==> src/hdl/sv39_page_walker_assert.svh <==
// Assertion macros for the page walker
`ifndef SV39_PAGE_WALKER_ASSERT_SVH
`define SV39_PAGE_WALKER_ASSERT_SVH

// antecedent holds -> consequent in the same cycle
`define SV39PW_ASSERT_IMPL(lbl, ante, cons) \
  lbl: assert property (@(posedge clk_i) disable iff (!rst_ni) (ante) |-> (cons)) \
    else $error("assertion failed");

// antecedent holds -> consequent in the next cycle
`define SV39PW_ASSERT_NEXT(lbl, ante, cons) \
  lbl: assert property (@(posedge clk_i) disable iff (!rst_ni) (ante) |=> (cons)) \
    else $error("assertion failed");

`endif

==> src/hdl/sv39pw_pkg.sv <==
package sv39pw_pkg;

  typedef enum logic [1:0] {
    KIND_READ       = 2'd0,
    KIND_DONE       = 2'd1,
    KIND_UNEXPECTED = 2'd2
  } kind_e;

  typedef enum logic {
    OP_START = 1'b0,
    OP_RESP  = 1'b1
  } op_e;

  localparam logic [3:0] MODE_SV39  = 4'd8;
  localparam logic [1:0] LEVEL_ROOT = 2'd2;
  localparam logic [1:0] LEVEL_LAST = 2'd0;

  localparam int unsigned IN_DATA_W  = 168;
  localparam int unsigned OUT_DATA_W = 120;

  typedef struct packed {
    op_e          operation;
    logic [63:0]  satp;
    logic [38:0]  virt_addr;
    logic [63:0]  pte_data;
  } req_t;

  typedef struct packed {
    kind_e        kind;
    logic [55:0]  read_address;
    logic [55:0]  xlat_addr;
    logic         fault;
  } res_t;

  typedef struct packed {
    logic         busy;
    logic [1:0]   level;
    logic [38:0]  vaddr;
  } walk_state_t;

  function automatic logic [55:0] pte_addr(logic [43:0] ppn, logic [38:0] va,
                                           logic [1:0] level);
    logic [8:0] vpn;
    unique case (level)
      2'd0:    vpn = va[20:12];
      2'd1:    vpn = va[29:21];
      2'd2:    vpn = va[38:30];
      default: vpn = '0;
    endcase
    return {ppn, 12'b0} + {44'b0, vpn, 3'b0};
  endfunction

  // superpage: keep 12 + 9 * level offset bits of the va
  function automatic logic [55:0] leaf_pa(logic [43:0] ppn, logic [38:0] va,
                                          logic [1:0] level);
    logic [38:0] mask;
    unique case (level)
      2'd0:    mask = 39'h0000000FFF;
      2'd1:    mask = 39'h00001FFFFF;
      2'd2:    mask = 39'h003FFFFFFF;
      default: mask = 39'h7FFFFFFFFF;
    endcase
    return {ppn, 12'b0} | {17'b0, va & mask};
  endfunction

endpackage

==> src/hdl/sv39_page_walker.sv <==
// A request is registered first in the input register and its result then in the
// result register, from which it is taken.
// Throughput: one request per cycle unless the output is stalled; the walk
// step is one pass of shift/mask/add logic between the input and result
// registers. Reset (async, active low): walker idle, level and saved va
// cleared, both pipeline registers empty.
module sv39_page_walker (
  input  logic                                clk_i,
  input  logic                                rst_ni,
  // tdata: satp[63:0], virt_addr[102:64], pte_data[166:103], zero pad
  input  logic [sv39pw_pkg::IN_DATA_W-1:0]    s_axis_tdata_i,
  // tuser: operation[0]
  input  logic [0:0]                          s_axis_tuser_i,
  input  logic                                s_axis_tvalid_i,
  output logic                                s_axis_tready_o,
  // tdata: read_address[55:0], xlat_addr[111:56], fault[112], zero pad
  output logic [sv39pw_pkg::OUT_DATA_W-1:0]   m_axis_tdata_o,
  // tuser: kind[1:0]
  output logic [1:0]                          m_axis_tuser_o,
  output logic                                m_axis_tvalid_o,
  input  logic                                m_axis_tready_i
);
  import sv39pw_pkg::*;

  logic        advance;
  logic        in_valid;
  logic        fire;
  req_t        req;
  res_t        res;
  res_t        res_d, res_q;
  walk_state_t state_d, state_q, state_nxt;
  logic        out_valid_d, out_valid_q;

  assign advance = !out_valid_q || m_axis_tready_i;
  assign fire = in_valid && advance;

  sv39pw_in_reg u_in_reg (
    .clk_i          (clk_i),
    .rst_ni         (rst_ni),
    .s_axis_tvalid_i(s_axis_tvalid_i),
    .s_axis_tready_o(s_axis_tready_o),
    .s_axis_tdata_i (s_axis_tdata_i),
    .s_axis_tuser_i (s_axis_tuser_i),
    .advance_i      (advance),
    .valid_o        (in_valid),
    .req_o          (req)
  );

  sv39pw_step u_step (
    .req_i(req),
    .cur_i(state_q),
    .nxt_o(state_nxt),
    .res_o(res)
  );

  always_comb begin
    state_d = state_q;
    res_d = res_q;
    out_valid_d = out_valid_q;
    if (fire) begin
      state_d = state_nxt;
      res_d = res;
      out_valid_d = 1'b1;
    end else if (m_axis_tready_i) begin
      out_valid_d = 1'b0;
    end
  end

  always_ff @(posedge clk_i or negedge rst_ni) begin
    if (!rst_ni) begin
      state_q <= '0;
      out_valid_q <= 1'b0;
    end else begin
      state_q <= state_d;
      out_valid_q <= out_valid_d;
    end
  end

  always_ff @(posedge clk_i) begin
    res_q <= res_d;
  end

  assign m_axis_tvalid_o = out_valid_q;
  assign m_axis_tuser_o = res_q.kind;
  assign m_axis_tdata_o = {7'b0, res_q.fault, res_q.xlat_addr, res_q.read_address};

`include "sv39_page_walker_assert.svh"

  `SV39PW_ASSERT_IMPL(a_fault_only_done, out_valid_q && res_q.fault, res_q.kind == KIND_DONE)
  `SV39PW_ASSERT_NEXT(a_read_keeps_busy, fire && res.kind == KIND_READ, state_q.busy)
  `SV39PW_ASSERT_NEXT(a_held_in_stall, in_valid && !advance, in_valid && $stable(req))

endmodule

==> src/hdl/sv39pw_in_reg.sv <==
module sv39pw_in_reg (
  input  logic                               clk_i,
  input  logic                               rst_ni,
  input  logic                               s_axis_tvalid_i,
  output logic                               s_axis_tready_o,
  input  logic [sv39pw_pkg::IN_DATA_W-1:0]   s_axis_tdata_i,
  input  logic [0:0]                         s_axis_tuser_i,
  input  logic                               advance_i,
  output logic                               valid_o,
  output sv39pw_pkg::req_t                   req_o
);
  import sv39pw_pkg::*;

  logic valid_d, valid_q;
  req_t req_d, req_q;
  logic load;

  assign s_axis_tready_o = !valid_q || advance_i;
  assign load = s_axis_tvalid_i && s_axis_tready_o;

  always_comb begin
    req_d = req_q;
    valid_d = valid_q;
    if (load) begin
      valid_d = 1'b1;
      req_d.operation = op_e'(s_axis_tuser_i[0]);
      req_d.satp = s_axis_tdata_i[63:0];
      req_d.virt_addr = s_axis_tdata_i[102:64];
      req_d.pte_data = s_axis_tdata_i[166:103];
    end else if (advance_i) begin
      valid_d = 1'b0;
    end
  end

  always_ff @(posedge clk_i or negedge rst_ni) begin
    if (!rst_ni) begin
      valid_q <= 1'b0;
    end else begin
      valid_q <= valid_d;
    end
  end

  always_ff @(posedge clk_i) begin
    req_q <= req_d;
  end

  assign valid_o = valid_q;
  assign req_o = req_q;

endmodule

==> src/hdl/sv39pw_step.sv <==
module sv39pw_step (
  input  sv39pw_pkg::req_t        req_i,
  input  sv39pw_pkg::walk_state_t cur_i,
  output sv39pw_pkg::walk_state_t nxt_o,
  output sv39pw_pkg::res_t        res_o
);
  import sv39pw_pkg::*;

  logic [43:0] pte_ppn;

  assign pte_ppn = req_i.pte_data[53:10];

  always_comb begin
    nxt_o = cur_i;
    res_o = '0;
    unique case (req_i.operation)
      OP_START: begin
        if (req_i.satp[63:60] != MODE_SV39) begin
          res_o.kind = KIND_DONE;
          res_o.fault = 1'b1;
          nxt_o.busy = 1'b0;
          nxt_o.level = LEVEL_LAST;
        end else begin
          nxt_o.busy = 1'b1;
          nxt_o.level = LEVEL_ROOT;
          nxt_o.vaddr = req_i.virt_addr;
          res_o.kind = KIND_READ;
          res_o.read_address = pte_addr(req_i.satp[43:0], req_i.virt_addr, LEVEL_ROOT);
        end
      end
      OP_RESP: begin
        if (!cur_i.busy) begin
          res_o.kind = KIND_UNEXPECTED;
        end else if (!req_i.pte_data[0]) begin
          res_o.kind = KIND_DONE;
          res_o.fault = 1'b1;
          nxt_o.busy = 1'b0;
          nxt_o.level = LEVEL_LAST;
        end else if (req_i.pte_data[3:1] != 3'b000) begin
          res_o.kind = KIND_DONE;
          res_o.xlat_addr = leaf_pa(pte_ppn, cur_i.vaddr, cur_i.level);
          nxt_o.busy = 1'b0;
          nxt_o.level = LEVEL_LAST;
        end else if (cur_i.level == LEVEL_LAST) begin
          res_o.kind = KIND_DONE;
          res_o.fault = 1'b1;
          nxt_o.busy = 1'b0;
        end else begin
          nxt_o.level = cur_i.level - 2'd1;
          res_o.kind = KIND_READ;
          res_o.read_address = pte_addr(pte_ppn, cur_i.vaddr, cur_i.level - 2'd1);
        end
      end
      default: begin
        res_o = '0;
      end
    endcase
  end

endmodule

==> config.mk <==
export PLATFORM = sky130hd
export DESIGN_NAME = sv39_page_walker
export DESIGN_NICKNAME = d
export VERILOG_FILES = /design/src/hdl/sv39pw_pkg.sv /design/src/hdl/sv39_page_walker.sv /design/src/hdl/sv39pw_in_reg.sv /design/src/hdl/sv39pw_step.sv
export VERILOG_INCLUDE_DIRS = /design/src /design/src/hdl
export SDC_FILE = /design/constraint.sdc
export NUM_CORES = 1
export LEC_CHECK = 0
export BUFFER_PORTS_ARGS = -buffer_cell sky130_fd_sc_hd__buf_2
export CAP_MARGIN = 20
export CORE_ASPECT_RATIO = 0.7
export CORE_MARGIN = 10
export CORE_UTILIZATION = 56
export CTS_CLUSTER_SIZE = 24
export DETAILED_ROUTE_END_ITERATION = 10
export GPL_TIMING_DRIVEN = 0
export PLACE_DENSITY = 0.86
export REMOVE_ABC_BUFFERS = 1
export SLEW_MARGIN = 25
export SYNTH_ARGS = -nofsm -noshare
export SYNTH_HDL_FRONTEND = slang
export SYNTH_SLANG_ARGS = --single-unit
==> constraint.sdc <==
create_clock -name clk_i -period 8.65 [get_ports clk_i]
set_input_delay 0.4325 -clock clk_i [delete_from_list [all_inputs] [get_ports clk_i]]
set_output_delay 0.4325 -clock clk_i [all_outputs]
set_load 0.005 [all_outputs]
==> results of run 1 <==
## layout by cell type (no fill, tap or decap), drive strengths merged, types with 2 or more instances in the layout
cell / count
nand3b: 2
clkinvlp: 3
clkinv: 17
dfrtp: 44
nand2: 3
o22ai: 2
inv: 5
ha: 5
nor2: 28
conb: 10
and2: 32
o2bb2ai: 10
mux2: 41
nand2b: 4
buf: 266
edfxtp: 248
nor3: 3
a22o: 44
a222oi: 9
clkbuf: 28
a21oi: 28
## layer usage
layer	global-route usage (%)	up-vias	share of wire (%)
met4	5.082	8	2.1
li1	-	2682	-
met1	23.66	3054	38
met3	6.136	46	10
met2	33.37	318	50
met5	0	-	0.17
## worst paths after layout
path	cells past startpoint	endpoint	from
min in group asynchronous	2	state_q[10]$_DFFE_PN0P_	rst_ni
worst max-delay path	4	m_axis_tdata_o[53]$_DFFE_PP_	u_in_reg.req_o[2]$_DFFE_PP_
max in group asynchronous	2	state_q[31]$_DFFE_PN0P_	rst_ni
worst max register to register	4	m_axis_tdata_o[53]$_DFFE_PP_	u_in_reg.req_o[2]$_DFFE_PP_
worst min register to register	1	state_q[11]$_DFFE_PN0P_	u_in_reg.req_o[75]$_DFFE_PP_
worst min-delay path	1	u_in_reg.req_o[74]$_DFFE_PP_	s_axis_tdata_i[74]
## critical path, cell delays in order, from the launching register on
cell and delay [ns]:
edfxtp_1 0.39, or4b_1 0.70, nor3_4 0.63, buf_6 0.29
a22o_1 0.18
## power by group through the flow
stage                     sequential (uW)  combinational, uW  clock [uW]
after floorplan                      1750               91.4           0
after global placement               1760                193           0
after detailed placement             1750                216           0
after CTS                            1730                218        1140
after global routing                 1740                235        1190
final                                1730                214        1120
## metrics by stage
| step | instances | util, % | cell area (um2) |
|---|---|---|---|
| 3_5_place_dp | 1030 | 66.75 | 12190 |
| 6_report | 1081 | 71.40 | 13040 |
| 4_1_cts | 1080 | 71.38 | 13040 |
| 2_1_floorplan | 528 | - | 10380 |
| 3_3_place_gp | 1017 | 65.39 | 11940 |
| 5_1_grt | 1080 | 71.38 | 13040 |
## cells by family after synthesis
| family | count (synthesis) | share of synthesized area [%] |
|---|---|---|
| compound gates | 96 | 7.570 |
| simple gates | 79 | 4.270 |
| buf+inv | 42 | 2.354 |
| flops | 292 | 80.81 |
| mux | 41 | 4.365 |
| fa+ha+maj | 5 | 0.5914 |
| other cells | 1 | 0.03545 |
## cell type report
cell class | instances | area, um2 | share of cell area [%]
Clock buffer | 28 | 689.4 | 5.287
Timing Repair Buffer | 267 | 1511 | 11.59
Inverter | 5 | 18.77 | 0.1439
Sequential cell | 292 | 8548 | 65.56
Clock inverter | 21 | 146.4 | 1.123
Tap cell | 236 | 295.3 | 2.265
Antenna cell | 1 | 2.502 | 0.01919
Multi-Input combinational cell | 231 | 1827 | 14.01
## flip-flops by register name, indices dropped and copies added, names as in the netlist
| register | cells |
|---|---|
| m_axis_tdata_o | 110 |
| m_axis_tuser_o | 2 |
| state_q | 42 |
| u_in_reg.valid_o | 1 |
| m_axis_tvalid_o | 1 |
| u_in_reg.req_o | 136 |
## what timing repair did
action | in CTS | in global routing
resized for setup | 0 | 0
hold endpoints to repair | 44 | 0
hold buffers | 1 | 0
==> summary.md, run 1 <==
| Metric | Value |
|---|---|
| Top-count cell post-synth | edfxtp_1 |
| Leak | 0.005306 uW |
| Synth Register Bits | 292 |
| Final Hold Slack | 0.08030 ns |
| Power Density | 234.8 nW/um2 |
| Kind of critical path | reg -> reg |
| Placer Congestion | 0.7915 |
| Layout fillers | 1119 |
| DR vias | 6108 |
| Mapped cell area | 10580 um2 |
| CP endpoint kind | register |
| Die ar. | 24870 um2 |
| EDFF count, synth | 248 |
| Clock-pin slew on the worst setup and hold paths | 0.07 ns |
| Largest net degree at the start of global routing | 55 |
| Primary FF master, synth | edfxtp_1 |
| Clock latency on the worst-skew pair | 0.52 ns |
| Final period util | 27.22% |
| Total grt overflow | 0 |
| CTS tree | done |
| TritonRoute pass-1 iters | 5 |
| Total Routing Usage GR | 19.56% |
| Post-Route WL | 25120 um |
| Clk buf depth | 3 |
| WL/cell | 23.24 um |
| Status | finished clean |
| Hold Fails Final Rpt | 0 |
| Clk pwr share | 36.6% |
| Seq/Total Area, Yosys | 80.81% |
| Yosys cell types | 35 |
| P_int | 2376 uW |
| Top cell type's share of synthesized area | 70.40% |
| DIE HEIGHT | 135.0 um |
| Worst hold-check path type | in -> reg |
| Setup TNS | 0 ns |
| Core ar. | 18260 um2 |
| Cts bufs inserted | 27 |
| Clock sink count | 292 |
| Part of the power in combinational logic | 7.0% |
| Nets | 1002 |
| Synth cell count leaders | edfxtp_1, a22o_1, dfrtp_1 |
| Post-Syn Instances | 556 |
| Synth warnings | 0 |
| Antenna violations before repair | 5 |
| Synth area leaders | edfxtp_1, dfrtp_1, mux2_2, a22o_1, and2_1 |
| # IOs | 297 |
| Tmin final | 2.355 ns |
| Row count | 41 |
| Pins Over Slew Limit | 0 |
| Violation count after the first detailed-route iteration | 535 |
| Dpl hpwl | 17880 um |
| Worst Path Required | 9.04 ns |
| Share of cells above drive strength 1 | 43.84% |
| NetSw | 685.2 uW |
| Root buffer cell | clkbuf_16 |
| Arr. time, crit path | 2.74 ns |
| Max Fclk | 0.4247 GHz |
| Worst-path fanout max | 18 |
| Startpoint Class | register |
| DRC viols | 0 |
| Initial Util | 57.92% |
| Rel. slew slack | 49.07% |
| Die W | 184.3 um |
| Number of routed nets with antenna violations | 0 |
| Endpoints failing setup | 0 |
| Total of max-cap violations | 0 |
| Syn avg cell area | 19.02 um2 |
| Synthesis-to-layout area growth | 23.27% |
| Postcts setup bufs | 0 |
| VDD IR max | 0.0001643 V |
| Biggest area consumer among synthesized cells | edfxtp_1 |
| Via/cell ratio | 5.650 |
| H-tree Lvls | 1 |
| Sequential fraction of design power | 56.4% |
| Sw Share | 22.39% |
| Vias in the first global route | 6430 |
| Tot Pwr | 3061 uW |
| Post-route setup slack | 6.295 ns |
| R2R Setup Slk | 6.30 ns |
| IO buf count | 253 |
| Worst clock skew | 0.009757 ns |
| Actual slew at the worst max-slew pin | 0.7640 ns |
| Asr flop ratio synth | 15.07% |
| Pre-CTS setup slack | 6.315 ns |
| RSZ-0062 raised after global routing | no |
| First-pass GRT wire length | 37190 um |
Note: power is estimated with default switching activity, not from simulation.
==> inputs of run 2 (changes only) <==
Settings changed: CORE_UTILIZATION 56 to 52, PLACE_DENSITY 0.86 to 0.81.
Clock period 8.65 ns to 2.46 ns, I/O delays scaled along.
==> run 2 against run 1 <==
Effect of this change:
- maximum frequency increased by 3.2%
- combinational power grew to 4.5 times the previous value
- count of clock-buffer cells in the layout rose by 13
- critical path type unchanged
- largest power group unchanged
- highest routed layer is now met4
==> summary.md, run 2 (synthesis gave the netlist of run 1 again) <==
| Metric | Value |
|---|---|
| Most frequent cells in the layout | buf_2, edfxtp_1, dlygate4sd3_1 |
| Worst hold-check path type | in -> reg |
| Routed wl met2 | 14460 um (+15%) |
| Die W | 190.5 um (+3.4%) |
| Min-delay src | m_axis_tready_i |
| Initial Util | 53.14% (-4.8 points) |
| Post-Route WL | 29490 um (+17%) |
| First-pass GRT wire length | 44300 um (+19%) |
| Die ar. | 26540 um2 (+6.7%) |
| Nets | 1141 (+14%) |
| Largest net degree at the start of global routing | 55 (unchanged) |
| Placer Congestion | 0.7911 (about the same) |
| Synthesis-to-layout area growth | 36.55% |
| Actual slew at the worst max-slew pin | 0.8056 ns (+0.04159 ns) |
| Row count | 43 (+4.9%) |
| Worst-path fanout max | 12 (-6) |
| Commonest non-fill, non-tap cell in the layout | buf_2 |
| CP top delay family | simple AND/OR/NAND/NOR gates |
| Total grt overflow | 0 (unchanged) |
| Sw Share | 22.38% (about the same) |
| Root buffer cell | clkbuf_16 |
| CP endpoint kind | register |
| Placed Cells incl. Taps | 1065 (+3.4%) |
| WHS Endpoint | m_axis_tvalid_o$_DFFE_PN0P_ |
| Arr. time, crit path | 2.69 ns (-0.05 ns) |
| Hold Fails Final Rpt | 0 (unchanged) |
| Vias in the first global route | 7377 (+15%) |
| Pre-CTS setup slack | 0.3207 ns (-5.995 ns) |
| Number of routed nets with antenna violations | 0 (unchanged) |
| # IOs | 297 (unchanged) |
| Share of cells above drive strength 1 | 37.09% (-6.7 points) |
| Power Density | 758.5 nW/um2 (+220%) |
| Post-layout util | 72.56% (+1.2 points) |
| Antenna violations before repair | 3 (-2) |
| Worst Path Required | 2.87 ns (-6.17 ns) |
| Cell depth of the worst setup path | 6 (+2) |
| Clk buf depth | 3 (unchanged) |
| DRC viols | 0 (unchanged) |
| Max FFs per register | 136 (unchanged) |
| Clock sink count | 292 (unchanged) |
| Met3 routed WL | 2952 um (+15%) |
| CP max stage cell | nor4b_4 |
| WL/cell | 23.44 um (+0.86%) |
| Clock latency on the worst-skew pair | 0.53 ns (about the same) |
| IO buf count | 253 (unchanged) |
| RSZ-0062 raised after global routing | no |
| Final period util | 92.78% (+66 points) |
| Postcts setup bufs | 0 (unchanged) |
| Post-route setup slack | 0.1775 ns (-6.118 ns) |
| Startpoint Class | register |
| H-tree Lvls | 1 (unchanged) |
| CTS tree | done |
| Cts bufs inserted | 27 (unchanged) |
| TritonRoute pass-1 iters | 7 (+2) |
| Setup TNS | 0 ns (unchanged) |
| Max Fclk | 0.4381 GHz (+3.2%) |
| Tmin final | 2.282 ns (-0.07228 ns) |
| Wl on met1 | 11320 um (+20%) |
| Max stage delay on crit path | 0.47 ns (-0.23 ns) |
| VDD IR max | 0.0005774 V (+250%) |
| Pins Over Slew Limit | 0 (unchanged) |
| Core ar. | 19910 um2 (+9.0%) |
| Buf+Inv Stages, Crit Path | 3 (+2) |
| Kind of critical path | reg -> reg |
| DR vias | 6731 (+10%) |
| Leak | 0.005868 uW (+11%) |
| Sequential fraction of design power | 55.5% (-0.9 points) |
| R2R Setup Slk | 0.18 ns (-6.12 ns) |
| WHS Path Cells | 3 (+2) |
| Endpoints failing setup | 0 (unchanged) |
| Clock-pin slew on the worst setup and hold paths | 0.07 ns (about the same) |
| Status | finished clean |
| Rel. slew slack | 46.29% (-2.8 points) |
| Clk pwr share | 35.8% (-0.8 points) |
| Layout fillers | 1172 (+4.7%) |
| Reg2reg start | u_in_reg.req_o[164]$_DFFE_PP_ |
| Cell repeated most along the worst path | buf_6 |
| Fin cells | 1258 (+16%) |
| Critical-path cell list | nor4b_4 > nand4_1 > buf_6 > buf_6 > buf_6 > mux2_2 |
| Worst Reg-to-Reg Cells | 6 (+2) |
| Total Routing Usage GR | 21.70% (+2.1 points) |
| DR top layer | met4 |
| Worst clock skew | 0.01293 ns (+0.003169 ns) |
| Violation count after the first detailed-route iteration | 643 (+20%) |
| NetSw | 2452 uW (+260%) |
| P_int | 8504 uW (+260%) |
| Part of the power in combinational logic | 8.7% (+1.7 points) |
| Via/cell ratio | 5.351 (-5.3%) |
| Dpl hpwl | 18130 um (+1.4%) |
| Final Hold Slack | 0.1061 ns (+0.02578 ns) |
| Reg-to-reg endpoint | state_q[16]$_DFFE_PN0P_ |
| DIE HEIGHT | 139.3 um (+3.2%) |
| Total of max-cap violations | 0 (unchanged) |
run 2: final cells by class:
type | instances | area (um2) | area share, %
Sequential cell | 292 | 8548 | 59.18
Timing Repair Buffer | 406 | 2880 | 19.94
Multi-Input combinational cell | 231 | 1827 | 12.65
Clock inverter | 9 | 53.80 | 0.3725
Clock buffer | 41 | 768.2 | 5.319
Inverter | 5 | 18.77 | 0.1299
Tap cell | 270 | 337.8 | 2.339
Antenna cell | 4 | 10.01 | 0.06930
run 2: layer usage:
layer / track usage, % / vias to the layer above
met5: 0 / -
met4: 6.446 / 0
met3: 6.665 / 56
met2: 35.95 / 393
met1: 26.82 / 3316
li1: - / 2966
run 2: tightest hold or removal path: stages:
cell	delay [ns]
buf_2	0.09
nand2b_1	0.25
nand2b_1	0.11
run 2: worst max path at each step:
stage                                        from                             to  slack [ns]
floorplan            u_in_reg.valid_o$_DFFE_PN0P_    u_in_reg.req_o[0]$_DFFE_PP_       -1.75
global placement     u_in_reg.valid_o$_DFFE_PN0P_  u_in_reg.req_o[126]$_DFFE_PP_       -3.08
detailed placement  u_in_reg.req_o[164]$_DFFE_PP_        state_q[35]$_DFFE_PN0P_        0.32
CTS                 u_in_reg.req_o[164]$_DFFE_PP_        state_q[13]$_DFFE_PN0P_        0.25
global route        u_in_reg.req_o[164]$_DFFE_PP_        state_q[17]$_DFFE_PN0P_        0.14
finish              u_in_reg.req_o[164]$_DFFE_PP_        state_q[16]$_DFFE_PN0P_        0.18
run 2: through the flow:
step                instance area (um2)  total power (uW)
global route                      14440             11330
CTS                               14430             10960
floorplan                         10380              6464
global placement                  11990              6890
detailed placement                12220              6931
finish                            14440             10960
run 2: repair_timing:
item / in CTS / in global routing
hold buffers: 139 / 0
endpoints found under the hold margin: 181 / 0
resized for setup: 0 / 0
run 2: power by group through the flow:
| stage | registers (uW) | logic, uW | clock network [uW] |
|---|---|---|---|
| finish | 6080 | 957 | 3920 |
| global route | 6110 | 1040 | 4180 |
| CTS | 6070 | 944 | 3940 |
| detailed placement | 6170 | 761 | 0 |
| global placement | 6200 | 688 | 0 |
| floorplan | 6140 | 321 | 0 |
